## src/rtl/core/khgp_pkg.sv

```systemverilog
package khgp_pkg;

    localparam logic [31:0] GOLDEN        = 32'h9e3779b9;
    localparam int          GROUP_BITS    = 16;
    localparam int          GROUP_COUNT_W = GROUP_BITS + 1;
    localparam int          MIX_STEPS     = 9;
    localparam int          STEP_W        = $clog2(MIX_STEPS);
    localparam int          DIV_CNT_W     = 5;

    localparam logic [GROUP_COUNT_W-1:0] DIV_LIMIT = GROUP_COUNT_W'(1) << GROUP_BITS;
    localparam logic [STEP_W-1:0]        STEP_LAST = STEP_W'(MIX_STEPS - 1);

    typedef enum logic [4:0] {
        S_IDLE = 5'b00001,
        S_MIX  = 5'b00010,
        S_LEN  = 5'b00100,
        S_DIV  = 5'b01000,
        S_DONE = 5'b10000
    } state_t;

    // One step of the lookup2 mix: x -= y; x -= z; x ^= shifted z.
    function automatic logic [31:0] mix_step(input logic [STEP_W-1:0] step,
                                             input logic [31:0] x,
                                             input logic [31:0] y,
                                             input logic [31:0] z);
        logic [31:0] diff;
        logic [31:0] sh;
        diff = x - y - z;
        case (step)
            4'd0:    sh = z >> 13;
            4'd1:    sh = z << 8;
            4'd2:    sh = z >> 13;
            4'd3:    sh = z >> 12;
            4'd4:    sh = z << 16;
            4'd5:    sh = z >> 5;
            4'd6:    sh = z >> 3;
            4'd7:    sh = z << 10;
            4'd8:    sh = z >> 15;
            default: sh = '0;
        endcase
        return diff ^ sh;
    endfunction

endpackage

```

## src/rtl/core/key_hash_group_placement.sv

```systemverilog
// A word that does not close a 12-byte block is only accumulated; one that closes
// a block starts the mix, which runs one step per cycle on a shared subtract/xor/shift
// unit. A last word leads into a length step, the final mix, a bit-serial remainder
// and a load of the output register.
// Input ready is low while the sequencer runs; a result waits in an output register.
// Reset (rst_n, asynchronous, active low) restarts the key and sets group_count to 1.
module key_hash_group_placement (
    input  logic        clk,
    input  logic        rst_n,
    input  logic        s_axis_tvalid,
    output logic        s_axis_tready,
    input  logic [39:0] s_axis_tdata,   // key_word [31:0], byte_count [34:32], zero [39:35]
    input  logic        s_axis_tlast,   // last_word
    output logic        m_axis_tvalid,
    input  logic        m_axis_tready,
    output logic [47:0] m_axis_tdata,   // hash_value [31:0], target_group [47:32]
    input  logic        cfg_valid,
    output logic        cfg_ready,
    input  logic [16:0] cfg_data        // group_count
);

    localparam int GB  = khgp_pkg::GROUP_BITS;
    localparam int GCW = khgp_pkg::GROUP_COUNT_W;
    localparam int SW  = khgp_pkg::STEP_W;
    localparam int DCW = khgp_pkg::DIV_CNT_W;

    khgp_pkg::state_t state_reg, state_next;

    logic [31:0]     mix_first_reg, mix_first_next;
    logic [31:0]     mix_second_reg, mix_second_next;
    logic [31:0]     mix_third_reg, mix_third_next;
    logic [31:0]     key_length_reg, key_length_next;
    logic [1:0]      word_slot_reg, word_slot_next;
    logic [SW-1:0]   step_reg, step_next;
    logic            last_reg, last_next;
    logic            final_reg, final_next;
    logic [DCW-1:0]  div_cnt_reg, div_cnt_next;
    logic [GB-1:0]   rem_reg, rem_next;
    logic [GCW-1:0]  group_count_reg;
    logic            out_valid_reg, out_valid_next;
    logic [31:0]     hash_out_reg, hash_out_next;
    logic [GB-1:0]   group_out_reg, group_out_next;

    logic            s_acc;
    logic            load_out;
    logic [2:0]      nbytes;
    logic [31:0]     word;
    logic [GCW-1:0]  divisor;
    logic [GCW-1:0]  rem_shift;
    logic [31:0]     mix_new;

    assign s_axis_tready = (state_reg == khgp_pkg::S_IDLE);
    assign s_acc         = s_axis_tvalid && s_axis_tready;
    assign cfg_ready     = 1'b1;
    assign m_axis_tvalid = out_valid_reg;
    assign m_axis_tdata  = {group_out_reg, hash_out_reg};

    assign nbytes = (s_axis_tdata[34:32] > 3'd4) ? 3'd4 : s_axis_tdata[34:32];

    always_comb
    begin
        case (nbytes)
            3'd0:    word = 32'h0;
            3'd1:    word = {24'h0, s_axis_tdata[7:0]};
            3'd2:    word = {16'h0, s_axis_tdata[15:0]};
            3'd3:    word = {8'h0, s_axis_tdata[23:0]};
            default: word = s_axis_tdata[31:0];
        endcase
    end

    // A zero count means a single group; counts beyond the field range saturate.
    always_comb
    begin
        if (group_count_reg == '0)
        begin
            divisor = GCW'(1);
        end
        else if (group_count_reg > khgp_pkg::DIV_LIMIT)
        begin
            divisor = khgp_pkg::DIV_LIMIT;
        end
        else
        begin
            divisor = group_count_reg;
        end
    end

    assign rem_shift = {rem_reg, mix_third_reg[div_cnt_reg]};
    assign mix_new   = khgp_pkg::mix_step(step_reg, mix_first_reg, mix_second_reg,
                                          mix_third_reg);
    assign load_out  = (state_reg == khgp_pkg::S_DONE) &&
                       (!out_valid_reg || m_axis_tready);

    always_comb
    begin
        state_next      = state_reg;
        mix_first_next  = mix_first_reg;
        mix_second_next = mix_second_reg;
        mix_third_next  = mix_third_reg;
        key_length_next = key_length_reg;
        word_slot_next  = word_slot_reg;
        step_next       = step_reg;
        last_next       = last_reg;
        final_next      = final_reg;
        div_cnt_next    = div_cnt_reg;
        rem_next        = rem_reg;
        hash_out_next   = hash_out_reg;
        group_out_next  = group_out_reg;
        out_valid_next  = out_valid_reg && !m_axis_tready;

        case (state_reg)
            khgp_pkg::S_IDLE:
            begin
                if (s_acc)
                begin
                    last_next  = s_axis_tlast;
                    final_next = 1'b0;
                    step_next  = '0;
                    if (nbytes != 3'd0 || s_axis_tlast)
                    begin
                        key_length_next = key_length_reg + {29'h0, nbytes};
                    end
                    if (s_axis_tlast)
                    begin
                        state_next = khgp_pkg::S_LEN;
                    end
                    if (nbytes != 3'd0)
                    begin
                        case (word_slot_reg)
                            2'd0:
                            begin
                                mix_first_next = mix_first_reg + word;
                                word_slot_next = 2'd1;
                            end
                            2'd1:
                            begin
                                mix_second_next = mix_second_reg + word;
                                word_slot_next  = 2'd2;
                            end
                            default:
                            begin
                                // A short last word in the third slot lands one byte up.
                                if (nbytes == 3'd4 || !s_axis_tlast)
                                begin
                                    mix_third_next = mix_third_reg + word;
                                    word_slot_next = 2'd0;
                                    state_next     = khgp_pkg::S_MIX;
                                end
                                else
                                begin
                                    mix_third_next = mix_third_reg + (word << 8);
                                end
                            end
                        endcase
                    end
                end
            end

            khgp_pkg::S_MIX:
            begin
                // Rotating the three words lets every step use the same unit.
                mix_first_next  = mix_second_reg;
                mix_second_next = mix_third_reg;
                mix_third_next  = mix_new;
                step_next       = step_reg + SW'(1);
                if (step_reg == khgp_pkg::STEP_LAST)
                begin
                    step_next = '0;
                    if (final_reg)
                    begin
                        state_next   = khgp_pkg::S_DIV;
                        rem_next     = '0;
                        div_cnt_next = '1;
                    end
                    else if (last_reg)
                    begin
                        state_next = khgp_pkg::S_LEN;
                    end
                    else
                    begin
                        state_next = khgp_pkg::S_IDLE;
                    end
                end
            end

            khgp_pkg::S_LEN:
            begin
                mix_third_next = mix_third_reg + key_length_reg;
                final_next     = 1'b1;
                step_next      = '0;
                state_next     = khgp_pkg::S_MIX;
            end

            khgp_pkg::S_DIV:
            begin
                if (rem_shift >= divisor)
                begin
                    rem_next = GB'(rem_shift - divisor);
                end
                else
                begin
                    rem_next = GB'(rem_shift);
                end
                div_cnt_next = div_cnt_reg - DCW'(1);
                if (div_cnt_reg == '0)
                begin
                    state_next = khgp_pkg::S_DONE;
                end
            end

            khgp_pkg::S_DONE:
            begin
                if (load_out)
                begin
                    hash_out_next   = mix_third_reg;
                    group_out_next  = rem_reg;
                    out_valid_next  = 1'b1;
                    mix_first_next  = khgp_pkg::GOLDEN;
                    mix_second_next = khgp_pkg::GOLDEN;
                    mix_third_next  = '0;
                    key_length_next = '0;
                    word_slot_next  = '0;
                    last_next       = 1'b0;
                    final_next      = 1'b0;
                    state_next      = khgp_pkg::S_IDLE;
                end
            end

            default:
            begin
                state_next = khgp_pkg::S_IDLE;
            end
        endcase
    end

    always_ff @(posedge clk or negedge rst_n)
    begin
        if (!rst_n)
        begin
            state_reg       <= khgp_pkg::S_IDLE;
            mix_first_reg   <= khgp_pkg::GOLDEN;
            mix_second_reg  <= khgp_pkg::GOLDEN;
            mix_third_reg   <= '0;
            key_length_reg  <= '0;
            word_slot_reg   <= '0;
            step_reg        <= '0;
            last_reg        <= 1'b0;
            final_reg       <= 1'b0;
            div_cnt_reg     <= '0;
            group_count_reg <= GCW'(1);
            out_valid_reg   <= 1'b0;
        end
        else
        begin
            state_reg      <= state_next;
            mix_first_reg  <= mix_first_next;
            mix_second_reg <= mix_second_next;
            mix_third_reg  <= mix_third_next;
            key_length_reg <= key_length_next;
            word_slot_reg  <= word_slot_next;
            step_reg       <= step_next;
            last_reg       <= last_next;
            final_reg      <= final_next;
            div_cnt_reg    <= div_cnt_next;
            out_valid_reg  <= out_valid_next;
            if (cfg_valid && cfg_ready)
            begin
                group_count_reg <= cfg_data;
            end
        end
    end

    always_ff @(posedge clk)
    begin
        rem_reg       <= rem_next;
        hash_out_reg  <= hash_out_next;
        group_out_reg <= group_out_next;
    end

    // A last word always leads into the length and final mix phase.
    assert property (@(posedge clk) disable iff (!rst_n)
        (s_acc && s_axis_tlast) |=> (state_reg == khgp_pkg::S_LEN ||
                                     state_reg == khgp_pkg::S_MIX))
        else $error("last word did not start the final phase");

    assert property (@(posedge clk) disable iff (!rst_n)
        step_reg <= khgp_pkg::STEP_LAST)
        else $error("mix step counter out of range");

    // The partial remainder stays below the divisor through the division.
    assert property (@(posedge clk) disable iff (!rst_n)
        (state_reg == khgp_pkg::S_DIV) |=> ({1'b0, rem_reg} < divisor))
        else $error("remainder not below divisor");

    assert property (@(posedge clk) disable iff (!rst_n)
        load_out |=> (out_valid_reg && mix_first_reg == khgp_pkg::GOLDEN &&
                      key_length_reg == '0 && word_slot_reg == '0))
        else $error("key state not restarted after result");

endmodule
```

## config.mk

```make
export PLATFORM = sky130hd
export DESIGN_NAME = key_hash_group_placement
export DESIGN_NICKNAME = d
export VERILOG_FILES = /design/src/rtl/core/khgp_pkg.sv /design/src/rtl/core/key_hash_group_placement.sv
export SDC_FILE = /design/constraint.sdc
export NUM_CORES = 1
export LEC_CHECK = 0
export ABC_AREA = 1
export BUFFER_PORTS_ARGS = -buffer_cell sky130_fd_sc_hd__buf_2
export CAP_MARGIN = 25
export CORE_MARGIN = 1
export CORE_UTILIZATION = 60
export CTS_BUF_LIST = sky130_fd_sc_hd__clkbuf_4
export DETAILED_ROUTE_END_ITERATION = 10
export PLACE_DENSITY_LB_ADDON = 0.3
export SYNTH_ARGS = -nofsm -noshare
export SYNTH_HDL_FRONTEND = slang
export SYNTH_SLANG_ARGS = --single-unit
```

## constraint.sdc

```tcl
create_clock -name clk -period 7 [get_ports clk]
set_input_delay 0.7 -clock clk [delete_from_list [all_inputs] [get_ports clk]]
set_output_delay 0.7 -clock clk [all_outputs]
set_load 0.01 [all_outputs]
```

==> run summary <==
Timing
• crit share post-route: 0.684
• transition at the pin with the smallest max-transition slack: 1.08 ns
• final critical-path required period: 4.79 ns
• final hold violation count: 0
• Worst Skew: 0.0643 ns
• total count of max-transition violations in the final report: 0
• Max Clk Rate: 0.209 GHz
• worst relative slew slack: 0.278
• Setup violations, final: 0
• setup repair after global routing missed its margin: false
• post-route setup TNS: 0 ns

Worst hold path
• Min-Delay Path Class: input port to flip-flop

Logic synthesis
• gate count after technology mapping: 4066
• post-synthesis area per instance: 6.40 um^2
• cell area after technology mapping: 26000 um^2
• number of nets in the synthesized netlist: 4375
• async set-reset flop share out of synthesis: 0.719
• register bit count reported by yosys: 228
• number of enable flip-flop cells after synthesis: 64
• library cells used by synthesis: 59
• ranking of synthesized cells by area: nand2_1 16%, dfrtp_1 12%, ha_1 10%
• cell type contributing the most total cell area after synthesis: nand2_1
• share of the synthesized area in the top cell type: 0.162
• count of warnings emitted by yosys: 0
• fraction of the yosys area taken by sequential cells: 0.234
• top_reg_cell synth: dfrtp_1

Floorplan
• starting density of the core: 0.615
• Die Y: 210 um
• number of placement rows: 75
• die width: 210 um
• Die ar.: 44200 um^2
• I/O pin count: 114
• Core Area: 42300 um^2

Critical path
• required time of the worst setup path: 7.59 ns
• library cell contributing the largest single delay on the critical path: dfrtp_1
• kind of critical path: flip-flop to flip-flop
• library cell appearing most often on the critical path: nand2_1
• type of element capturing the critical path: flip-flop
• peak per-stage delay on the critical path: 0.86 ns
• maximum fanout along the worst path: 31
• worst endpoint data arrival time: 5.38 ns
• CP delay by family, top: simple AND/OR/NAND/NOR gates
• sum of buffers and inverters on the critical path: 3
• cell chain of the critical path: clkinv_1 -> o21ai_0 -> o21ai_0 -> nand2_1 -> nand3_1 -> o21ai_0 -> inv_1 -> ha_1 -> nor3_1 -> nor2_1 -> o21bai_1 -> nand3_1 -> nand2_1 -> nand2_1 -> nand2_1 -> inv_1 -> nand2_1 -> a21oi_1
• CP startpoint kind: flip-flop

Pwr
• leakage component of the power: 14.2 nW
• total internal power: 0.00615 W
• total power per unit cell area: 544 nW/um^2
• Psw: 0.00914 W
• post-layout power: 0.0153 W
• largest voltage drop on the vdd net: 0.375 mV
• switching part of the total power: 0.598
• sequential fraction of design power: 0.156
• Combinational Power Share: 0.751
• part of the power in the clock network: 0.093

Clocking
• clock latency on the worst-skew pair: 0.86 ns
• number of clock buffers inserted by TritonCTS: 67
• buffers from clock root to sink, at most: 3
• H-tree depth reported by CTS: 3
• number of clock sinks: 228
• clock slew at the register clock pins of the worst setup and hold paths: 0.07 ns
• post-CTS sizing: 0
• Clk Tree Root Cell: clkbuf_4
• clock tree from TritonCTS: built

Placed design
• final estimated routing congestion in global placement: 1.09
• total cell area at the placement stage: 27200 um^2
• Port-buffer cells: 107
• half-perimeter wire length after placement: 79100 um

Job
• Max-Cap Viols: 0

Global routing
• first-pass GRT wire length: 155000 um
• global route total overflow: 0
• all-layer global routing usage: 0.463
• number of antenna violations at the first check in global routing: 2
• vias in the first global route: 27200
• maximum number of pins on one net before global-route repair: 81

Status
• run status: finished clean

Detailed routing
• DRC violations left: 0
• post-DR wirelength/cell: 21.2 um
• detailed-routing iteration count for the pre-antenna-repair pass: 7
• final wirelength: 102000 um
• Antenna Violating Nets Remaining: 0
• detailed-route via count: 29600
• via count normalized by instance count: 6.13
• violation count after the first detailed-routing iteration: 4126

Layout
• P&R area growth vs syn: 8.05%
• fraction of final layout cells with drive strength greater than 1: 0.0852
• Final Net Count: 4505
• post-route design area: 28100 um^2

[final timing paths]
check                                  start           endpoint  slack, ns  depth (start not counted)
max                        mix_third_reg[18]        rem_reg[12]       2.21                         18
min                            m_axis_tready      m_axis_tvalid       0.09                          2
max reg2reg                mix_third_reg[18]        rem_reg[12]       2.21                         18
min reg2reg                       rem_reg[5]   group_out_reg[5]       0.51                          0
max in group asynchronous              rst_n  mix_first_reg[15]       5.26                          3
min in group asynchronous              rst_n  mix_third_reg[20]       0.37                          2
[layout by cell type, fill, tap and decap left out, drive strengths merged, types with 62 or more instances in the layout]
| cell | instances |
|---|---|
| nand2 | 1127 |
| inv | 534 |
| nor2 | 412 |
| a21oi | 380 |
| nand3 | 317 |
| o21ai | 221 |
| ha | 208 |
| buf | 136 |
| dfrtp | 122 |
| clkbuf | 94 |
| nand4 | 68 |
| edfxtp | 64 |
| nor3 | 64 |
| xor2 | 62 |
[cells in the mapped netlist (all sizes together) (16+ instances only)]
master  number
nand2     1127
inv        533
nor2       412
a21oi      380
nand3      317
o21ai      221
ha         208
dfrtp      122
nand4       68
edfxtp      64
nor3        64
xor2        62
o22ai       56
clkbuf      43
dfstp       42
fa          38
xnor2       35
buf         34
nand3b      33
o21bai      29
or2         21
a22oi       19
o31ai       19
nor4        18
mux2        16
[metal layers]
metal | part of all wire | wire [um] | GRT usage | up-vias
met5 | 0.00013 | 13 | 0 | -
met4 | 0.077 | 7840 | 0.296 | 2
met3 | 0.13 | 13200 | 0.103 | 446
met2 | 0.40 | 40900 | 0.675 | 1878
met1 | 0.39 | 40300 | 0.621 | 13400
li1 | - | - | - | 13900
[what timing repair did]
item / 4_1_cts / 5_1_grt
endpoints found under the setup margin: 0 / 0
hold endpoints to repair: 42 / 0
hold buffers: 1 / 0
buffers inserted: 0 / 0
[area by class of cell]
| cell class | count | area (um^2) |
|---|---|---|
| Clock buffer | 93 | 698 |
| Fill cell | 3957 | 14200 |
| Clock inverter | 31 | 214 |
| Tap cell | 577 | 722 |
| Timing Repair Buffer | 138 | 777 |
| Sequential cell | 228 | 6080 |
| Antenna cell | 1 | 2.50 |
| Inverter | 539 | 2030 |
| Multi-Input combinational cell | 3222 | 17600 |
[cells by family after synthesis]
group | count (synthesis) | synth area share
buffers and inverters | 616 | 0.0908
AND/OR/NAND/NOR | 2070 | 0.338
XOR/XNOR | 97 | 0.0327
flip-flops | 228 | 0.234
multiplexers | 16 | 0.00693
other | 1 | 0.000144
adder cells (fa/ha/maj) | 246 | 0.129
AO/OA/AOI/OAI | 792 | 0.168
[per-stage QoR]
stage | hold slack (ns) | setup slack (ns) | std cells | utilization
2_1_floorplan | 0.404 | 3.43 | 4066 | -
3_3_place_gp | 0.472 | 2.25 | 4702 | 0.642
3_5_place_dp | 0.484 | 2.21 | 4702 | 0.642
4_1_cts | 0.0668 | 2.37 | 4827 | 0.664
5_1_grt | 0.0925 | 2.07 | 4829 | 0.664
6_report | 0.0879 | 2.21 | 4829 | 0.664
[power groups by stage]
stage	Sequential, W	Clock [W]	Combinational (W)
floorplan	0.00212	0	0.00788
global placement	0.00237	0	0.0108
detailed placement	0.00237	0	0.0109
CTS	0.00235	0.00143	0.0110
global route	0.00239	0.00148	0.0126
finish	0.00239	0.00141	0.0115
Power figures use the tool's default switching activity.
